[config.mk]
export PLATFORM = sky130hd
export DESIGN_NAME = motor_command_packet_framer
export DESIGN_NICKNAME = d
export VERILOG_FILES = /design/src/hdl/mcpf_pkg.sv /design/src/hdl/mcpf_ctrl.sv /design/src/hdl/mcpf_dp.sv /design/src/hdl/motor_command_packet_framer.sv
export VERILOG_INCLUDE_DIRS = /design/src /design/src/hdl
export SDC_FILE = /design/constraint.sdc
export NUM_CORES = 1
export LEC_CHECK = 0
export ABC_AREA = 0
export CORE_MARGIN = 1
export CORE_UTILIZATION = 30
export DETAILED_ROUTE_END_ITERATION = 16
export DONT_BUFFER_PORTS = 1
export PLACE_DENSITY_LB_ADDON = 0.2
export SYNTH_ARGS = -nofsm -noshare
export SYNTH_HDL_FRONTEND = slang
export SYNTH_SLANG_ARGS = --single-unit
[constraint.sdc]
create_clock -name i_clk -period 6 [get_ports i_clk]
set_clock_uncertainty 0.1 [all_clocks]
set_input_delay 0.9 -clock i_clk [delete_from_list [all_inputs] [get_ports i_clk]]
set_output_delay 0.9 -clock i_clk [all_outputs]
set_load 0.02 [all_outputs]
[src/hdl/motor_command_packet_framer_defines.svh]
// Assertion macros shared by the motor command packet framer RTL.
`ifndef MOTOR_COMMAND_PACKET_FRAMER_DEFINES_SVH
`define MOTOR_COMMAND_PACKET_FRAMER_DEFINES_SVH

// Same-cycle implication, checked on i_clk outside reset.
`define MCPF_ASSERT_NOW(lbl, ante, cons, msg) \
    lbl: assert property (@(posedge i_clk) disable iff (!i_rst_n) (ante) |-> (cons)) \
        else $error(msg);

// Next-cycle implication, checked on i_clk outside reset.
`define MCPF_ASSERT_NEXT(lbl, ante, cons, msg) \
    lbl: assert property (@(posedge i_clk) disable iff (!i_rst_n) (ante) |=> (cons)) \
        else $error(msg);

`endif

[src/hdl/mcpf_pkg.sv]
// Types, constants and helper functions of the motor command packet framer.
package mcpf_pkg;

    localparam int unsigned IN_W  = 80;
    localparam int unsigned OUT_W = 8;

    localparam logic [1:0] CMD_SPEED = 2'd0;
    localparam logic [1:0] CMD_POS   = 2'd1;
    localparam logic [1:0] CMD_START = 2'd2;
    localparam logic [1:0] CMD_GET   = 2'd3;

    localparam logic [7:0] NUM_MOVE  = 8'd36;
    localparam logic [7:0] NUM_START = 8'd32;
    localparam logic [7:0] NUM_GET   = 8'd35;

    localparam logic [7:0] TAG_SPEED = 8'd2;
    localparam logic [7:0] TAG_POS   = 8'd1;
    localparam logic [7:0] TAG_LIMIT = 8'd2;

    localparam logic [7:0] PARAM_A = 8'd1;
    localparam logic [7:0] PARAM_B = 8'd2;

    localparam logic [7:0]  UNIT_ADDR_RST = 8'd128;
    localparam logic [13:0] CRC_INIT      = 14'h3fff;
    localparam logic [13:0] CRC_XOROUT    = 14'h3fff;
    localparam logic [13:0] CRC_POLY      = 14'h22f0;

    typedef enum logic [3:0] {
        ST_IDLE,
        ST_ADDR,
        ST_NUM,
        ST_LEN,
        ST_CHAN,
        ST_ZERO,
        ST_TAG,
        ST_MV,
        ST_TAG2,
        ST_LIM,
        ST_CRC_LO,
        ST_CRC_HI,
        ST_ERR
    } t_state;

    // controller -> datapath
    typedef struct packed {
        logic   capture;
        logic   load;
        t_state sel;
        logic   last;
        logic   bad;
        logic   grp_clr;
        logic   grp_inc;
    } t_cmd;

    // datapath -> controller
    typedef struct packed {
        logic       room;
        logic       in_bad;
        logic [1:0] cmd;
        logic       lim_on;
        logic       mv_last;
        logic       lim_last;
    } t_stat;

    // One CRC step over the 7 low bits of a byte, LSB first.
    function automatic logic [13:0] crc_fold(input logic [13:0] crc, input logic [7:0] b);
        logic [13:0] c;
        c = crc ^ {7'd0, b[6:0]};
        for (int i = 0; i < 7; i++) begin
            c = c[0] ? ((c >> 1) ^ CRC_POLY) : (c >> 1);
        end
        return c;
    endfunction

    // Sign-magnitude code: magnitude << 1, sign in bit 0.
    function automatic logic [30:0] pack_code(input logic [29:0] v);
        logic [29:0] mag;
        mag = 30'd0 - v;
        return v[29] ? {mag, 1'b1} : {1'b0, v[28:0], 1'b0};
    endfunction

    // Number of 6-bit groups sent for a code, 1..5.
    function automatic logic [2:0] pack_groups(input logic [30:0] code);
        logic [2:0] n;
        priority if (|code[30:24]) n = 3'd5;
        else if (|code[23:18])     n = 3'd4;
        else if (|code[17:12])     n = 3'd3;
        else if (|code[11:6])      n = 3'd2;
        else                       n = 3'd1;
        return n;
    endfunction

endpackage

[src/hdl/mcpf_ctrl.sv]
// Byte sequencer state machine of the packet framer.
module mcpf_ctrl (
    input  logic            i_clk,
    input  logic            i_rst_n,
    input  logic            i_s_valid,
    output logic            o_s_ready,
    input  mcpf_pkg::t_stat i_stat,
    output mcpf_pkg::t_cmd  o_cmd
);

    mcpf_pkg::t_state r_state;
    mcpf_pkg::t_state n_state;

    always_ff @(posedge i_clk) begin
        if (!i_rst_n) begin
            r_state <= mcpf_pkg::ST_IDLE;
        end else begin
            r_state <= n_state;
        end
    end

    always_comb begin
        n_state         = r_state;
        o_cmd           = '0;
        o_cmd.sel       = r_state;
        o_cmd.load      = (r_state != mcpf_pkg::ST_IDLE) && i_stat.room;
        o_s_ready       = (r_state == mcpf_pkg::ST_IDLE);

        unique case (r_state)
            mcpf_pkg::ST_IDLE: begin
                if (i_s_valid) begin
                    o_cmd.capture = 1'b1;
                    n_state = i_stat.in_bad ? mcpf_pkg::ST_ERR : mcpf_pkg::ST_ADDR;
                end
            end
            mcpf_pkg::ST_ADDR: if (o_cmd.load) n_state = mcpf_pkg::ST_NUM;
            mcpf_pkg::ST_NUM:  if (o_cmd.load) n_state = mcpf_pkg::ST_LEN;
            mcpf_pkg::ST_LEN:  if (o_cmd.load) n_state = mcpf_pkg::ST_CHAN;
            mcpf_pkg::ST_CHAN: if (o_cmd.load) n_state = mcpf_pkg::ST_ZERO;
            mcpf_pkg::ST_ZERO: begin
                if (o_cmd.load) begin
                    n_state = (i_stat.cmd == mcpf_pkg::CMD_START) ? mcpf_pkg::ST_CRC_LO
                                                                   : mcpf_pkg::ST_TAG;
                end
            end
            mcpf_pkg::ST_TAG: begin
                if (o_cmd.load) begin
                    n_state = (i_stat.cmd == mcpf_pkg::CMD_GET) ? mcpf_pkg::ST_CRC_LO
                                                                 : mcpf_pkg::ST_MV;
                end
            end
            mcpf_pkg::ST_MV: begin
                if (o_cmd.load) begin
                    if (i_stat.mv_last) begin
                        o_cmd.grp_clr = 1'b1;
                        n_state = (i_stat.cmd == mcpf_pkg::CMD_POS && i_stat.lim_on)
                                  ? mcpf_pkg::ST_TAG2 : mcpf_pkg::ST_CRC_LO;
                    end else begin
                        o_cmd.grp_inc = 1'b1;
                    end
                end
            end
            mcpf_pkg::ST_TAG2: if (o_cmd.load) n_state = mcpf_pkg::ST_LIM;
            mcpf_pkg::ST_LIM: begin
                if (o_cmd.load) begin
                    if (i_stat.lim_last) begin
                        o_cmd.grp_clr = 1'b1;
                        n_state = mcpf_pkg::ST_CRC_LO;
                    end else begin
                        o_cmd.grp_inc = 1'b1;
                    end
                end
            end
            mcpf_pkg::ST_CRC_LO: if (o_cmd.load) n_state = mcpf_pkg::ST_CRC_HI;
            mcpf_pkg::ST_CRC_HI: begin
                o_cmd.last = 1'b1;
                if (o_cmd.load) n_state = mcpf_pkg::ST_IDLE;
            end
            mcpf_pkg::ST_ERR: begin
                o_cmd.last = 1'b1;
                o_cmd.bad  = 1'b1;
                if (o_cmd.load) n_state = mcpf_pkg::ST_IDLE;
            end
            default: n_state = mcpf_pkg::ST_IDLE;
        endcase
    end

endmodule

[src/hdl/mcpf_dp.sv]
// Field registers, byte select, CRC and output register of the packet framer.
module mcpf_dp (
    input  logic                        i_clk,
    input  logic                        i_rst_n,
    input  logic                        i_cfg_we,
    input  logic [7:0]                  i_cfg_wdata,
    input  logic [mcpf_pkg::IN_W-1:0]   i_in_data,
    input  mcpf_pkg::t_cmd              i_cmd,
    output mcpf_pkg::t_stat             o_stat,
    input  logic                        i_out_ready,
    output logic                        o_out_valid,
    output logic [mcpf_pkg::OUT_W-1:0]  o_out_byte,
    output logic                        o_out_last,
    output logic                        o_out_bad
);

    logic [1:0]  in_cmd;
    logic [7:0]  in_chan;
    logic [29:0] in_mv;
    logic [29:0] in_lim;
    logic [7:0]  in_param;

    assign in_cmd   = i_in_data[1:0];
    assign in_chan  = i_in_data[9:2];
    assign in_mv    = i_in_data[39:10];
    assign in_lim   = i_in_data[69:40];
    assign in_param = i_in_data[77:70];

    logic [7:0]  r_unit_addr;
    logic [1:0]  r_cmd;
    logic [7:0]  r_chan;
    logic [7:0]  r_param;
    logic [30:0] r_mv_sh;
    logic [30:0] r_lim_sh;
    logic [2:0]  r_mv_n;
    logic [2:0]  r_lim_n;
    logic        r_lim_on;
    logic [2:0]  r_grp;
    logic [13:0] r_crc;
    logic        r_out_valid;
    logic [7:0]  r_out_byte;
    logic        r_out_last;
    logic        r_out_bad;

    logic [30:0] mv_code;
    logic [30:0] lim_code;
    logic [7:0]  pay_len;
    logic [7:0]  n_byte;
    logic [13:0] crc_out;

    assign mv_code  = mcpf_pkg::pack_code(in_mv);
    assign lim_code = mcpf_pkg::pack_code(in_lim);
    assign crc_out  = r_crc ^ mcpf_pkg::CRC_XOROUT;

    // channel and zero flags, then per-command payload
    always_comb begin
        unique case (r_cmd)
            mcpf_pkg::CMD_SPEED: pay_len = 8'd3 + {5'd0, r_mv_n};
            mcpf_pkg::CMD_POS:   pay_len = 8'd3 + {5'd0, r_mv_n}
                                         + (r_lim_on ? 8'd1 + {5'd0, r_lim_n} : 8'd0);
            mcpf_pkg::CMD_START: pay_len = 8'd2;
            mcpf_pkg::CMD_GET:   pay_len = 8'd3;
            default:             pay_len = 8'd2;
        endcase
    end

    always_comb begin
        n_byte = 8'd0;
        unique case (i_cmd.sel)
            mcpf_pkg::ST_ADDR: n_byte = r_unit_addr;
            mcpf_pkg::ST_NUM: begin
                unique case (r_cmd)
                    mcpf_pkg::CMD_START: n_byte = mcpf_pkg::NUM_START;
                    mcpf_pkg::CMD_GET:   n_byte = mcpf_pkg::NUM_GET;
                    default:             n_byte = mcpf_pkg::NUM_MOVE;
                endcase
            end
            mcpf_pkg::ST_LEN:  n_byte = pay_len;
            mcpf_pkg::ST_CHAN: n_byte = r_chan;
            mcpf_pkg::ST_TAG: begin
                unique case (r_cmd)
                    mcpf_pkg::CMD_SPEED: n_byte = mcpf_pkg::TAG_SPEED;
                    mcpf_pkg::CMD_POS:   n_byte = mcpf_pkg::TAG_POS;
                    default:             n_byte = r_param;
                endcase
            end
            mcpf_pkg::ST_MV:     n_byte = {1'b0, |r_mv_sh[30:6], r_mv_sh[5:0]};
            mcpf_pkg::ST_TAG2:   n_byte = mcpf_pkg::TAG_LIMIT;
            mcpf_pkg::ST_LIM:    n_byte = {1'b0, |r_lim_sh[30:6], r_lim_sh[5:0]};
            mcpf_pkg::ST_CRC_LO: n_byte = {1'b0, crc_out[6:0]};
            mcpf_pkg::ST_CRC_HI: n_byte = {1'b0, crc_out[13:7]};
            default:             n_byte = 8'd0;
        endcase
    end

    always_ff @(posedge i_clk) begin
        if (!i_rst_n) begin
            r_unit_addr <= mcpf_pkg::UNIT_ADDR_RST;
        end else if (i_cfg_we) begin
            r_unit_addr <= i_cfg_wdata;
        end
    end

    always_ff @(posedge i_clk) begin
        if (i_cmd.capture) begin
            r_cmd    <= in_cmd;
            r_chan   <= in_chan;
            r_param  <= in_param;
            r_mv_sh  <= mv_code;
            r_lim_sh <= lim_code;
            r_mv_n   <= mcpf_pkg::pack_groups(mv_code);
            r_lim_n  <= mcpf_pkg::pack_groups(lim_code);
            r_lim_on <= ~in_lim[29];
            r_crc    <= mcpf_pkg::CRC_INIT;
        end else if (i_cmd.load) begin
            if (i_cmd.sel == mcpf_pkg::ST_MV) r_mv_sh <= r_mv_sh >> 6;
            if (i_cmd.sel == mcpf_pkg::ST_LIM) r_lim_sh <= r_lim_sh >> 6;
            if (i_cmd.sel != mcpf_pkg::ST_CRC_LO && i_cmd.sel != mcpf_pkg::ST_CRC_HI
                    && i_cmd.sel != mcpf_pkg::ST_ERR) begin
                r_crc <= mcpf_pkg::crc_fold(r_crc, n_byte);
            end
        end
    end

    always_ff @(posedge i_clk) begin
        if (!i_rst_n) begin
            r_grp <= 3'd0;
        end else if (i_cmd.capture || i_cmd.grp_clr) begin
            r_grp <= 3'd0;
        end else if (i_cmd.grp_inc) begin
            r_grp <= r_grp + 3'd1;
        end
    end

    always_ff @(posedge i_clk) begin
        if (!i_rst_n) begin
            r_out_valid <= 1'b0;
        end else if (i_cmd.load) begin
            r_out_valid <= 1'b1;
        end else if (i_out_ready) begin
            r_out_valid <= 1'b0;
        end
    end

    always_ff @(posedge i_clk) begin
        if (i_cmd.load) begin
            r_out_byte <= n_byte;
            r_out_last <= i_cmd.last;
            r_out_bad  <= i_cmd.bad;
        end
    end

    always_comb begin
        o_stat.room     = !r_out_valid || i_out_ready;
        o_stat.in_bad   = (in_cmd == mcpf_pkg::CMD_GET)
                          && !(in_param == mcpf_pkg::PARAM_A || in_param == mcpf_pkg::PARAM_B);
        o_stat.cmd      = r_cmd;
        o_stat.lim_on   = r_lim_on;
        o_stat.mv_last  = (r_grp == r_mv_n - 3'd1);
        o_stat.lim_last = (r_grp == r_lim_n - 3'd1);
    end

    assign o_out_valid = r_out_valid;
    assign o_out_byte  = r_out_byte;
    assign o_out_last  = r_out_last;
    assign o_out_bad   = r_out_bad;

endmodule

[src/hdl/motor_command_packet_framer.sv]
// The input beat is captured and the sequencer leaves idle; each byte goes into
// the single output register once it has room. Throughput: one packet byte per
// cycle while the output is ready; a packet is 7 to 19 bytes, a bad get request
// one error beat, paced by the byte sequencer, which takes no new beat until idle.
// Reset: sequencer idle, output empty, unit address 128.
`include "motor_command_packet_framer_defines.svh"

module motor_command_packet_framer (
    input  logic        i_clk,
    input  logic        i_rst_n,
    input  logic        i_cfg_we,
    input  logic [7:0]  i_cfg_wdata,
    input  logic        s_axis_tvalid,
    output logic        s_axis_tready,
    // cmd[1:0], channel[9:2], move_value[39:10], speed_limit[69:40],
    // get_parameter[77:70], zero pad [79:78]
    input  logic [79:0] s_axis_tdata,
    output logic        m_axis_tvalid,
    input  logic        m_axis_tready,
    // out_byte[7:0]
    output logic [7:0]  m_axis_tdata,
    output logic        m_axis_tlast,
    // bad_request
    output logic        m_axis_tuser
);

    mcpf_pkg::t_cmd  w_cmd;
    mcpf_pkg::t_stat w_stat;

    mcpf_ctrl u_ctrl (
        .i_clk     (i_clk),
        .i_rst_n   (i_rst_n),
        .i_s_valid (s_axis_tvalid),
        .o_s_ready (s_axis_tready),
        .i_stat    (w_stat),
        .o_cmd     (w_cmd)
    );

    mcpf_dp u_dp (
        .i_clk       (i_clk),
        .i_rst_n     (i_rst_n),
        .i_cfg_we    (i_cfg_we),
        .i_cfg_wdata (i_cfg_wdata),
        .i_in_data   (s_axis_tdata),
        .i_cmd       (w_cmd),
        .o_stat      (w_stat),
        .i_out_ready (m_axis_tready),
        .o_out_valid (m_axis_tvalid),
        .o_out_byte  (m_axis_tdata),
        .o_out_last  (m_axis_tlast),
        .o_out_bad   (m_axis_tuser)
    );

    `MCPF_ASSERT_NEXT(a_busy_after_accept, s_axis_tvalid && s_axis_tready, !s_axis_tready, "input beat taken while packet in flight")
    `MCPF_ASSERT_NOW(a_bad_is_last, m_axis_tvalid && m_axis_tuser, m_axis_tlast, "error beat without tlast")
    `MCPF_ASSERT_NOW(a_load_has_room, w_cmd.load, w_stat.room, "output register overwritten")
    `MCPF_ASSERT_NOW(a_crc_hi_last, w_cmd.load && w_cmd.sel == mcpf_pkg::ST_CRC_HI, w_cmd.last, "crc high byte not marked last")

endmodule

==> reports/results.ini, run 1 <==
[floorplan]
num_rows = 60
floorplan.initialDensity = 0.307
fp.dieH_um = 169
floorplan.io_pins = 105
die_area_mm2 = 0.0284
dieWidth_um = 169
floorplan.core_area_mm2 = 0.0271

[setup_path]
setup.worst_path.start_class = flip-flop
timing.setup.critical_path_class = flip-flop to flip-flop
arrival_ps = 4190
cp_top_family = XOR/XNOR gates
worst_path_cell_trace = inv_1 > ha_1 > nand2_1 > inv_1 > ha_1 > a21o_1 > a21oi_1 > mux2i_1 > nor2_1 > xnor2_1 > xnor3_1 > xnor2_1 > or3_1 > nand3_1
cp_data_required_time_ps = 6240
critical-path-max-stage-delay_ps = 530
crit_slowest_cell = xnor2_1
worst_setup_end_kind = flip-flop
crit_buf_inv = 2
crit_path_max_fanout = 5

[synth]
yosys_most_used_dff = edfxtp_1
synth-async-reset-ratio = 0
postSynthNetCount = 1006
syn-instance-count = 902
synth.lib_cells_used.distinct = 76
ys_seq_elements = 127
syn_avg_cell_area_um2 = 9.23
yosys_warnings = 0
synth_area_mm2 = 0.00832
number_of_synthesized_flops_with_an_enable_pin = 97
yosysSeqAreaShare = 0.422

[detailed_routing]
num_vias = 6292
post-route-drc-count = 0
via_per_inst = 4.99
route.met3.wl_um = 637
antenna_left = 0
highest_layer = met4
drt-total-wl_mm = 21.5
routedLengthMet1_mm = 10.1
drt_pass1_iterations = 4
wl_per_cell_um = 17.0
initial_drc_count = 353
wl_met2_mm = 10.5

[power_and_ir_drop]
leakage_nw = 3.27
design_power_total_mw = 4.36
powerDensity_mw_per_mm2 = 474
power.ir.vdd_worst_mv = 0.247

[clocking]
cts_buffers = 17
insertion_delay_ps = 430
cts_tree = done
ctsRootBufferMaster = clkbuf_16
clock_path_buffers = 2
number_of_h_tree_levels = 4
cts.repair.resized = 0
clock_sink_count = 127
post-cts-setup-buffer-count = 0
path_clk_slew_ps = 60
cts.hold.buffers_added = 0

[min_path]
timing.hold.worst.class = flip-flop to flip-flop

[grt]
pin_count_of_the_biggest_net_entering_global_routing = 72
antenna_found_initial = 0
grt_use_total = 0.156
via_count_of_the_first_global_routing_pass = 6252
grt-ovfl-total = 0
grt_pass1_wl_mm = 34.3

[sta]
setup_viol = 0
fmax_ghz = 0.253
max_slew_margin = 0.444
timing.final.max_slew_violations = 0
grt_setup_unrepaired = false
tightestPinTransition_ps = 833
tns_ps = 0
period_share = 0.658
layout_min_cycle_time_ps = 3950
timing_hold_violations_final = 0

[cells_and_area]
post_route_cells_drive_above_1_share = 0.0787
insertedDiodeCount = 0
flow.area_growth_from_synthesis_pct = 10.6
design.final.nets = 981
finalNonFillerCells = 1262
total_area_of_multi_input_combinational_cells_mm2 = 0.00451
area.sequential_mm2 = 0.00351
fill_cells = 2800

[placed_design]
portBuffers = 0
dp.cells = 1230
gp_routability_congestion = 0.863
detailed_place_hpwl_mm = 15.9

[run_status]
outcome = completed

[run]
drv.max_cap_violation_count = 0

placed cells by master (no fill, tap or decap), types with 19 or more instances in the layout:
cell type  netlist  final
nor2b_1         23     23
inv_1           26     26
xnor2_1         30     30
edfxtp_1        97     97
dfxtp_1         30     30
nor3_1          19     19
o21ai_0         98     96
mux2i_1         22     22
nand2_1        120    119
nor2_1          67     67
xor2_1          60     60
a21oi_1         19     19
registers in the layout, indices dropped and copies added (netlist names), 4 cells and up:
| signal | flops |
|---|---|
| u_ctrl.r_state | 4 |
| u_dp.o_out_byte | 8 |
| u_dp.r_chan | 8 |
| u_dp.r_crc | 14 |
| u_dp.r_lim_sh | 31 |
| u_dp.r_mv_sh | 31 |
| u_dp.r_param | 8 |
| u_dp.r_unit_addr | 8 |
power breakdown:
group / leakage (nW) / switching (mW) / internal, mW
logic: 1.86 / 1.00 / 0.747
clock network: 0.250 / 0.405 / 0.567
registers: 1.16 / 0.252 / 1.39
cells in the mapped netlist, types with 5 or more instances:
cell      count  area [um2]
inv_1        26        97.6
nand4_1       9        56.3
ha_1         10         125
or3b_2        5        43.8
a21oi_1      19        95.1
buf_2         9        45.0
o211ai_1     12        90.1
o31ai_1      12        90.1
o21a_1        6        45.0
a211o_1       5        43.8
nor3_1       19        95.1
and2_1        8        50.1
clkbuf_1     41         154
mux2i_1      22         220
dfxtp_1      30         601
nor2_1       67         251
xor2_1       60         526
or4_1         9        67.6
nor3b_1       6        45.0
nand3_1      17        85.1
nand2_1     120         450
mux2_2        7        78.8
nor2b_1      23         144
or3_4         6        67.6
a32oi_1       7        61.3
or3_1        15        93.8
o22ai_1       6        37.5
nor4_1       15        93.8
edfxtp_1     97        2910
nand2b_1     11        68.8
xnor2_1      30         263
o21ai_0      98         490
final timing paths:
check | startpoint | end | slack, ps | cells after the start
worst max-delay path | u_dp.r_lim_n[0]$_SDFFCE_PP1P_ | u_dp.r_crc[2]$_SDFFE_PP1P_ | 2050 | 14
worst min-delay path | u_dp.r_unit_addr[7]$_SDFFE_PN1P_ | u_dp.r_unit_addr[7]$_SDFFE_PN1P_ | 380 | 2
worst max register to register | u_dp.r_lim_n[0]$_SDFFCE_PP1P_ | u_dp.r_crc[2]$_SDFFE_PP1P_ | 2050 | 14
worst min register to register | u_dp.r_unit_addr[7]$_SDFFE_PN1P_ | u_dp.r_unit_addr[7]$_SDFFE_PN1P_ | 380 | 2
logic make-up after synthesis:
family / Yosys count / synth area share
AOI/OAI and AO/OA: 208 / 0.160
xor gates and xnor gates: 94 / 0.106
adders and majority gates: 11 / 0.0174
buffers and inverters: 80 / 0.0383
DFF: 127 / 0.422
muxes: 29 / 0.0359
and+or+nand+nor: 353 / 0.221
worst min-delay path: stages (launching register included):
cell and delay [ps]:
dfxtp_1 330, mux2i_1 70, nand2_1 60
metal layers:
metal / GRT usage / vias to the layer above
met1: 0.202 / 2960
met4: 0.0455 / 0
met3: 0.0318 / 14
li1: - / 3227
met2: 0.262 / 91
met5: 0 / -
cell type report:
cell class | instances | share of cell area
multi-input combinational | 695 | 0.490
sequential | 127 | 0.382
tap | 372 | 0.0506
clock buffer | 18 | 0.0466
clock inverter | 14 | 0.0129
inverter | 27 | 0.0110
timing repair buffer | 9 | 0.00734
through the flow:
step                      area, um2  hold slack, ps  utilization  setup slack (ps)
after CTS                      9210             382        0.340              1970
after global routing           9210             423        0.340              1790
after floorplan                8320             342            -              1610
after global placement         8660             365        0.320              1940
final                          9210             379        0.340              2050
after detailed placement       8660             367        0.320              1940
No activity file was read; power rests on OpenSTA's default activity.
==> run 2, diff against run 1 <==
==> constraint.sdc (replaced) <==
create_clock -name i_clk -period 3.5 [get_ports i_clk]
set_clock_uncertainty 0.1 [all_clocks]
set_input_delay 0.525 -clock i_clk [delete_from_list [all_inputs] [get_ports i_clk]]
set_output_delay 0.525 -clock i_clk [all_outputs]
set_load 0.02 [all_outputs]
==> reports/results.ini, run 2 (synthesized netlist as in run 1, its figures left out) <==
[power_and_ir_drop]
powerDensity_mw_per_mm2 = 820  ; +73%
design_power_total_mw = 7.93  ; +82%
power.ir.vdd_worst_mv = 0.377  ; +52%
leakage_nw = 3.53  ; +7.8%

[grt]
grt_util_met1 = 0.205  ; +0.00280
grt_use_total = 0.158  ; +0.00188
gr-usage-met2 = 0.265  ; +0.00325
antenna_found_initial = 1  ; +1
grt-ovfl-total = 0  ; unchanged
grt_pass1_wl_mm = 34.7  ; +1.2%
grt_util_met3 = 0.0360  ; +0.00421
grt.busiest_layer = met2
via_count_of_the_first_global_routing_pass = 6390  ; +2.2%
pin_count_of_the_biggest_net_entering_global_routing = 55  ; -24%

[sta]
worst_slack_setup_final_ps = 175  ; -1880 ps
tightestPinTransition_ps = 658  ; -176 ps
holdWs_ps = 86.1  ; -293 ps
period_share = 0.950  ; +0.292
layout_min_cycle_time_ps = 3320  ; -622 ps
timing_hold_violations_final = 0  ; unchanged
setup_viol = 0  ; unchanged
max_slew_margin = 0.558  ; +0.114
timing.final.max_slew_violations = 0  ; unchanged
fmax_ghz = 0.301  ; +19%

[floorplan]
fp.dieH_um = 169  ; unchanged
floorplan.initialDensity = 0.307  ; unchanged
num_rows = 60  ; unchanged
dieWidth_um = 169  ; unchanged
die_area_mm2 = 0.0284  ; unchanged
floorplan.core_area_mm2 = 0.0271  ; unchanged
floorplan.io_pins = 105  ; unchanged

[setup_path]
crit_buf_inv = 2  ; unchanged
cp_data_required_time_ps = 3690  ; -2550 ps
crit_path_max_fanout = 4  ; -1
reg2reg_slack_ps = 180  ; -1880 ps
cp_top_family = adder cells
arrival_ps = 3510  ; -680 ps
worst_setup_path_startpoint = u_dp.r_mv_n[0]$_SDFFCE_PP1P_
crit_slowest_cell = fa_1
timing.setup.critical_path_class = flip-flop to flip-flop
worst_setup_end_kind = flip-flop
critical-path-max-stage-delay_ps = 540  ; about the same
rr_startpoint = u_dp.r_mv_n[0]$_SDFFCE_PP1P_
setup.worst_path.start_class = flip-flop
worst_path_cell_trace = inv_1 > ha_2 > fa_1 > mux2i_1 > o21ai_1 > o21ai_0 > a2111o_1 > xor2_1 > buf_4 > xnor3_2 > xnor2_2 > nor2_1 > a21oi_1

[min_path]
hold_path.startpoint = i_rst_n
timing.hold.worst.class = input pin to flip-flop

[detailed_routing]
drt-total-wl_mm = 21.8  ; +1.7%
num_vias = 6548  ; +4.1%
post-route-drc-count = 0  ; unchanged
drt_pass1_iterations = 4  ; unchanged
antenna_left = 0  ; unchanged
via_per_inst = 5.01  ; +0.56%
initial_drc_count = 386  ; +9.3%
wl_per_cell_um = 16.7  ; -1.7%

[cells_and_area]
design.final.nets = 1026  ; +4.6%
insertedDiodeCount = 0  ; unchanged
finalInstanceArea_mm2 = 0.00966  ; +4.9%
flow.area_growth_from_synthesis_pct = 16.1
final_core_util = 0.357  ; +0.0168
reg.largest.list = u_dp.r_lim_sh: 31 flops, u_dp.r_mv_sh: 31 flops, u_dp.r_crc: 14 flops
highest_count_cells_in_the_layout_ignoring_fill_and_taps = 118 x nand2_1, 97 x edfxtp_1, 95 x o21ai_0, 65 x nor2_1, 60 x xor2_1
final_common_cell = nand2_1
post_route_cells_drive_above_1_share = 0.136  ; +0.0573
fill_cells = 2777  ; -0.82%

[placed_design]
portBuffers = 0  ; unchanged
gp_routability_congestion = 0.786  ; -8.9%
preCtsSetupSlack_ps = -20.1  ; -1960 ps
detailed_place_hpwl_mm = 16.6  ; +4.0%
placed_area_mm2 = 0.00900  ; +4.0%

[clocking]
number_of_h_tree_levels = 4  ; unchanged
clock_path_buffers = 2  ; unchanged
path_clk_slew_ps = 60  ; about the same
cts.hold.buffers_added = 0  ; unchanged
clock_sink_count = 127  ; unchanged
insertion_delay_ps = 420  ; about the same
cts_buffers = 17  ; unchanged
ctsRootBufferMaster = clkbuf_16
cts_tree = done

[run_status]
outcome = completed

[run]
drv.max_cap_violation_count = 0  ; unchanged

run 2: cell count changes in the layout (fill, tap and decap cells not counted), moves of 3 or more:
cell        delta
buf_4         +44
clkinv_4       +3
ha_1           -3
clkinvlp_4     -3
run 2: cell type report:
type	instances	area, um2	area share
clock buffers	18	429	0.0444
flip-flops and latches	127	3510	0.364
inverters	27	101	0.0105
clock inverters	13	165	0.0171
well taps	372	465	0.0482
repair buffers	54	418	0.0432
multi-input cells	695	4570	0.473
run 2: metrics by stage:
| step | cells | TNS, ps |
|---|---|---|
| after floorplan | 902 | 0 |
| after global placement | 1274 | -5.49 |
| after detailed placement | 1274 | -20.1 |
| after CTS | 1305 | 0 |
| after global routing | 1306 | -4.53 |
| final | 1306 | 0 |
run 2: timing repair:
item / 4_1_cts / 5_1_grt
resized for setup: 3 / 10
hold endpoints to repair: 0 / 0
setup endpoints to repair: 3 / 9
buffers inserted: 0 / 1
pin swaps: 0 / 1
run 2: final timing paths:
check	depth (start not counted)	endpoint
min reg2reg	2	u_dp.r_unit_addr[7]$_SDFFE_PN1P_
max	13	u_dp.r_crc[9]$_SDFFE_PP1P_
min	1	u_dp.r_unit_addr[7]$_SDFFE_PN1P_
max reg2reg	13	u_dp.r_crc[9]$_SDFFE_PP1P_
run 2: where the power goes:
part,switching [mW],total (mW),internal [mW]
sequential,0.427,2.80,2.38
combinational,1.81,3.34,1.53
clock,0.668,1.78,1.12
run 2: metal layers:
| layer | vias to the layer above | wire [um] |
|---|---|---|
| met1 | 3108 | 10300 |
| met3 | 13 | 666 |
| met2 | 105 | 10700 |
| met5 | - | 0 |
| li1 | 3322 | - |
| met4 | 0 | 234 |
